$ cat src/hw/rtl/counting_bloom_ram_h3_assert.svh
// Assertion macros for the counting Bloom filter RAM node.
// Every macro samples on clk and is disabled while rst_n is low.
`ifndef COUNTING_BLOOM_RAM_H3_ASSERT_SVH
`define COUNTING_BLOOM_RAM_H3_ASSERT_SVH

// The consequent must hold in the same cycle as the antecedent.
`define CBRH3_ASSERT_NOW(label, ante, cons, msg) \
    label: assert property (@(posedge clk) disable iff (!rst_n) (ante) |-> (cons)) \
        else $error(msg);

// The consequent must hold in the cycle after the antecedent.
`define CBRH3_ASSERT_NEXT(label, ante, cons, msg) \
    label: assert property (@(posedge clk) disable iff (!rst_n) (ante) |=> (cons)) \
        else $error(msg);

`endif

$ cat src/hw/rtl/cbrh3_ram.sv
// Generic single-port-write, single-port-read RAM with a registered read.
// A read and a write of the same entry in one cycle return the old data.
`timescale 1ns / 1ps

module cbrh3_ram #(
    parameter int WIDTH = 8,
    parameter int DEPTH = 16,
    localparam int AW = (DEPTH > 1) ? $clog2(DEPTH) : 1
) (
    input  logic             clk,
    input  logic             wr_en,
    input  logic [AW-1:0]    wr_addr,
    input  logic [WIDTH-1:0] wr_data,
    input  logic             rd_en,
    input  logic [AW-1:0]    rd_addr,
    output logic [WIDTH-1:0] rd_data
);

    logic [WIDTH-1:0] mem_reg [DEPTH];
    logic [WIDTH-1:0] rd_data_reg;

    always_ff @(posedge clk)
    begin
        if (wr_en)
        begin
            mem_reg[wr_addr] <= wr_data;
        end
        if (rd_en)
        begin
            rd_data_reg <= mem_reg[rd_addr];
        end
    end

    assign rd_data = rd_data_reg;

endmodule

$ cat config.mk
export PLATFORM = sky130hd
export DESIGN_NAME = cbrh3_ram
export DESIGN_NICKNAME = d
export VERILOG_FILES = /design/src/hw/rtl/counting_bloom_ram_h3_assert.svh /design/src/hw/rtl/cbrh3_ram.sv
export SDC_FILE = /design/constraint.sdc
export NUM_CORES = 1
export LEC_CHECK = 0
export BUFFER_PORTS_ARGS = -buffer_cell sky130_fd_sc_hd__buf_2
export CORE_MARGIN = 1.5
export CORE_UTILIZATION = 50
export CTS_CLUSTER_DIAMETER = 150
export CTS_CLUSTER_SIZE = 10
export DETAILED_ROUTE_END_ITERATION = 10
export PLACE_DENSITY_LB_ADDON = 0.15
export SLEW_MARGIN = 5
export SYNTH_ARGS = -nofsm -noshare
export SYNTH_HDL_FRONTEND = slang
export SYNTH_SLANG_ARGS = --single-unit
$ cat constraint.sdc
create_clock -name clk -period 4.35 [get_ports clk]
set_input_delay 0.2175 -clock clk [delete_from_list [all_inputs] [get_ports clk]]
set_output_delay 0.2175 -clock clk [all_outputs]
set_load 0.03 [all_outputs]
==> metrics.txt, run 1 <==
status=completed; Multi-input gate area=1060 um^2; pin count of the biggest net entering global routing=33; top-count cell post-synth=edfxtp_1; Post-CTS Setup Bufs=0; worst min-delay path class=in -> reg; count of final hold-check violations=0; register area share after synthesis=0.781; VDD IR max=0.000235 V; Synth top cells by count=edfxtp_1 (136), mux4_2 (18), a22oi_1 (16), mux4_1 (14), nor2_1 (13); critical path type=in -> reg; maxcap violations=0; area leader, netlist=edfxtp_1; setup TNS=0 ps; clk buf depth=2; Req. time, crit path=4610 ps; die width=105 um; synth top area cells=edfxtp_1 (78%), mux4_2 (7.8%), mux4_1 (7.0%); I/O pin count=27; DR pass1 iterations=4; relative slew slack=0.316; register area=4080 um^2; post-synth top area share=0.781; hold_ws=72.4 ps; vias per cell=5.63; area post-placement=5470 um^2; highest clock rate=570 MHz; GRT overflow=0; setup violators final=0; number of synthesized flops with an enable pin=136; Final Skew=6.72 ps; first-pass GRT wire length=14,100 um; final WL=9310 um; largest fanout on the critical path=32; antenna violations before repair=0; Tot GR Track Use=0.186; clk_lat worst skew=520 ps; # port buffers=26; RSZ-0062 raised after global routing=no; worst-margin pin slew=1030 ps; CP Capture Type=register; CTS Sinks=136; Synth Cell Area=5230 um^2; final core utilization=0.587; ys flop type=edfxtp_1; Core Region=10,200 um^2; Fillers=728; Max Slew Vio Count=0; Cells after Synth=229; Initial DRC Count=168; Post-route DRC=0; detailed placement HPWL=5770 um; # resized after CTS=0; max reg flops=128; routed len/inst=22.4 um; vias in the first global route=2,448; Inserted Clock Buffers=17; H-tree Lvls=4; post-route clock period utilization=0.403; # rows=37; Synthesized Nets=248; average cell area after synthesis=22.8 um^2; final net count=286; CP Launch Type=input pin; final antenna-violating net count=0; Synth Warn #=0; area grow syn2layout=14.8%; arrival time worst endpoint=2020 ps; cts hold-fix bufs=0; CTS clk-pin slew, worst paths=60 ps; ys async rst share=0; CTS root buf=clkbuf_8; Pwr per Cell Area=484 nW/um^2; Placer Congestion=0.665; Design Area, Final=6000 um^2; CTS tree=built; area of the die=11,100 um^2; leakage=0.00198 uW; share of cells above drive strength 1=0.261; Starting Density=0.511; number of library cell types mapped by synthesis=18; DIE HEIGHT=105 um; via count=2,343; register bit total from synthesis=136; Tmin final=1750 ps; Antenna Cells=0
[per-layer routing]
metal	up-vias	wire length [um]	global-route usage
met5	-	0	0
met4	0	134	0.0871
met3	13	269	0.0482
met2	45	4590	0.285
met1	1226	4310	0.253
li1	1059	-	-
[layout make-up]
cell class	count	area share
Clock inverter	12	0.0181
Multi-Input combinational cell	83	0.177
Timing Repair Buffer	29	0.0254
Sequential cell	136	0.680
Tap cell	136	0.0283
Clock buffer	20	0.0709
[per-stage QoR]
step / worst slack (ps) / power (uW) / instances
finish: 2600 / 2900 / 416
detailed placement: 1970 / 1650 / 384
floorplan: 2640 / 1600 / 229
CTS: 2530 / 2930 / 416
global placement: 1970 / 1650 / 384
global route: 2440 / 3000 / 416
[final timing paths]
kind                             from                    to  slack (ps)  cells past startpoint
max reg2reg   mem_reg[1][5]$_DFFE_PP_  rd_data[5]$_DFFE_PP_        2850                      3
max                        rd_addr[0]  rd_data[5]$_DFFE_PP_        2600                      4
min reg2reg  mem_reg[14][3]$_DFFE_PP_  rd_data[3]$_DFFE_PP_         750                      3
min                             rd_en  rd_data[1]$_DFFE_PP_          70                      1
[placed cells by master (no fill, tap or decap), drive strengths merged]
master / count
a22oi: 16
and2: 1
and2b: 1
buf: 29
bufinv: 2
clkbuf: 20
clkinv: 8
clkinvlp: 2
edfxtp: 136
mux4: 32
nand2: 9
nand2b: 2
nand3: 1
nand3b: 2
nor2: 13
nor2b: 1
nor3: 4
or3b: 1
[worst max-delay path, stage by stage]
cell     delay [ps]
buf_2           760
mux4_1          660
a22oi_1         270
nand2_1          90
[cells by family after synthesis]
| group | Yosys count | synth area share |
|---|---|---|
| buffers and inverters | 10 | 0.0165 |
| AO/OA/AOI/OAI | 16 | 0.0230 |
| flip-flops | 136 | 0.781 |
| AND/OR/NAND/NOR | 35 | 0.0314 |
| multiplexers | 32 | 0.148 |
[power breakdown]
part | leakage (uW) | switching (uW) | internal, uW
logic | 0.000490 | 83.6 | 51.4
clock network | 0.000256 | 484 | 800
registers | 0.00124 | 7.45 | 1480
(Power assumes the default switching activity.)
==> run 2, diff against run 1 <==
Settings changed: ABC_AREA set to 1.
Clock period 4.35 ns to 1.6 ns, I/O delays scaled along.
==> run 2 against run 1 <==
Effect of this change: combinational power grew to 3.8 times the previous value; power grew to 2.8 times the previous value; routed wire length grew 39%; critical path type is now reg -> reg; clock power grew to 2.8 times the previous value; register-to-register slack lost 2400 ps; clock skew shrank 0.53 ps; cell count grew 80%; die area grew 11%; synthesized cell count grew 140%; highest routed layer unchanged; core utilization grew 0.16 points; critical path depth grew 2.
==> metrics.txt, run 2 <==
Synth top cells by count=nand2_1 (173), edfxtp_1 (136), inv_1 (100), nand3_1 (97), nor2_1 (17); hold depth=1; average cell area after synthesis=10.6 um^2; routed len/inst=17.2 um; antenna violations before repair=0; final core utilization=0.588; critical path type=reg -> reg; vias in the first global route=3,725; GRT overflow=0; Core Region=11,400 um^2; Post-route DRC=0; total power=8150 uW; Pwr per Cell Area=1210 nW/um^2; post-synth top area share=0.698; # resized after CTS=0; relative slew slack=0.582; Starting Density=0.512; DR WL met3=768 um; register-to-register setup slack=460 ps; Design Area, Final=6720 um^2; Post-CTS Setup Bufs=0; Crit path max-delay family=simple AND/OR/NAND/NOR gates; leakage=0.00291 uW; clk_lat worst skew=410 ps; via count=3,771; CTS tree=built; commonest non-fill, non-tap cell in the layout=nand2_1; CP Capture Type=register; cts hold-fix bufs=0; post-route clock period utilization=0.714; largest fanout on the critical path=1; crit-path cells=inv_1 > nand2_1 > nand3_1 > nand3_1 > nand3_1 > nand2_1; Synthesized Nets=570; final antenna-violating net count=0; worst-margin pin slew=626 ps; I/O pin count=27; highest clock rate=875 MHz; CTS Sinks=136; Placer Congestion=0.810; Post-Route M1 WL=5500 um; highest metal used=met4; CTS root buf=clkbuf_16; number of synthesized flops with an enable pin=136; maxcap violations=0; pin count of the biggest net entering global routing=65; DIE HEIGHT=111 um; Req. time, crit path=1760 ps; VDD IR max=0.000671 V; Synth Warn #=0; RSZ-0062 raised after global routing=no; worst min-delay path class=in -> reg; Tot GR Track Use=0.225; top-count cell post-synth=nand2_1; most frequent cells in the layout=nand2_1 (173), edfxtp_1 (136), inv_1 (100); # rows=39; Hold Crit Start=rd_en; Critical Path Max Stage Delay=350 ps; area of the die=12,400 um^2; Antenna Cells=0; status=completed; share of cells above drive strength 1=0.120; wire length on met2=6450 um; setup violators final=0; Initial DRC Count=245; Cells after Synth=551; most used cell, CP=nand3_1; area leader, netlist=edfxtp_1; r2r startpoint=mem_reg[5][0]$_DFFE_PP_; hold_ws=41.4 ps; setup TNS=0 ps; count of final hold-check violations=0; vias per cell=5.03; register area share after synthesis=0.698; CTS clk-pin slew, worst paths=60 ps; area post-placement=6170 um^2; Reg2Reg Depth=6; CP Launch Type=register; final WL=12,900 um; Worst Hold Endpoint=rd_data[5]$_DFFE_PP_; r2r endpoint=rd_data[0]$_DFFE_PP_; detailed placement HPWL=7850 um; Max Slew Vio Count=0; # port buffers=26; clk buf depth=2; synth top area cells=edfxtp_1 (70%), nand2_1 (11%), nand3_1 (8.3%); ys async rst share=0; crit path buf inv count=1; arrival time worst endpoint=1310 ps; die width=111 um; max reg flops=128; final net count=612; Slowest cell on crit path=edfxtp_1; area grow syn2layout=14.9%; Final Skew=6.19 ps; Inserted Clock Buffers=17; first-pass GRT wire length=20,500 um; H-tree Lvls=4; number of library cell types mapped by synthesis=11; DR pass1 iterations=5; ys flop type=edfxtp_1; Tmin final=1140 ps; Synth Cell Area=5850 um^2; register bit total from synthesis=136
-- run 2: cell families (layout without fill, tap and decap cells) --
family / after synthesis / after routing / synth area share
buffers and inverters: 126 / 181 / 0.0939
DFF: 136 / 136 / 0.698
and+or+nand+nor: 289 / 289 / 0.208
-- run 2: final cells by class --
class	instances	area (um^2)
repair buffers	47	313
clock inverters	12	109
fillers	983	4700
multi-input cells	289	1210
well taps	143	179
flip-flops and latches	136	4080
clock buffers	20	437
inverters	102	383
-- run 2: worst max path at each step --
| stage | from | endpoint | slack [ps] | depth (start not counted) |
|---|---|---|---|---|
| 6_report | mem_reg[5][0]$_DFFE_PP_ | rd_data[0]$_DFFE_PP_ | 460 | 6 |
| 5_1_grt | mem_reg[0][1]$_DFFE_PP_ | rd_data[1]$_DFFE_PP_ | 370 | 6 |
| 4_1_cts | mem_reg[5][0]$_DFFE_PP_ | rd_data[0]$_DFFE_PP_ | 450 | 6 |
| 3_5_place_dp | rd_addr[1] | rd_data[1]$_DFFE_PP_ | 270 | 6 |
| 3_3_place_gp | rd_addr[0] | rd_data[0]$_DFFE_PP_ | 280 | 8 |
| 2_1_floorplan | wr_addr[2] | mem_reg[10][0]$_DFFE_PP_ | 570 | 2 |
-- run 2: routing by layer --
| layer | track usage | vias to the layer above |
|---|---|---|
| met4 | 0.0751 | 0 |
| met3 | 0.0601 | 13 |
| li1 | - | 1867 |
| met1 | 0.299 | 1789 |
| met5 | 0 | - |
| met2 | 0.363 | 102 |
-- run 2: per-stage QoR --
| stage | worst slack [ps] | cells |
|---|---|---|
| final | 457 | 749 |
| after global routing | 375 | 749 |
| after CTS | 446 | 749 |
| after detailed placement | 273 | 717 |
| after global placement | 281 | 717 |
| after floorplan | 569 | 551 |
-- run 2: power by group --
| part | switching [uW] | leakage [uW] | internal [uW] | total (uW) |
|---|---|---|---|---|
| sequential | 24.4 | 0.00124 | 4020 | 4040 |
| combinational | 368 | 0.00141 | 142 | 510 |
| clock | 1350 | 0.000261 | 2250 | 3600 |
| total | 1740 | 0.00291 | 6410 | 8150 |
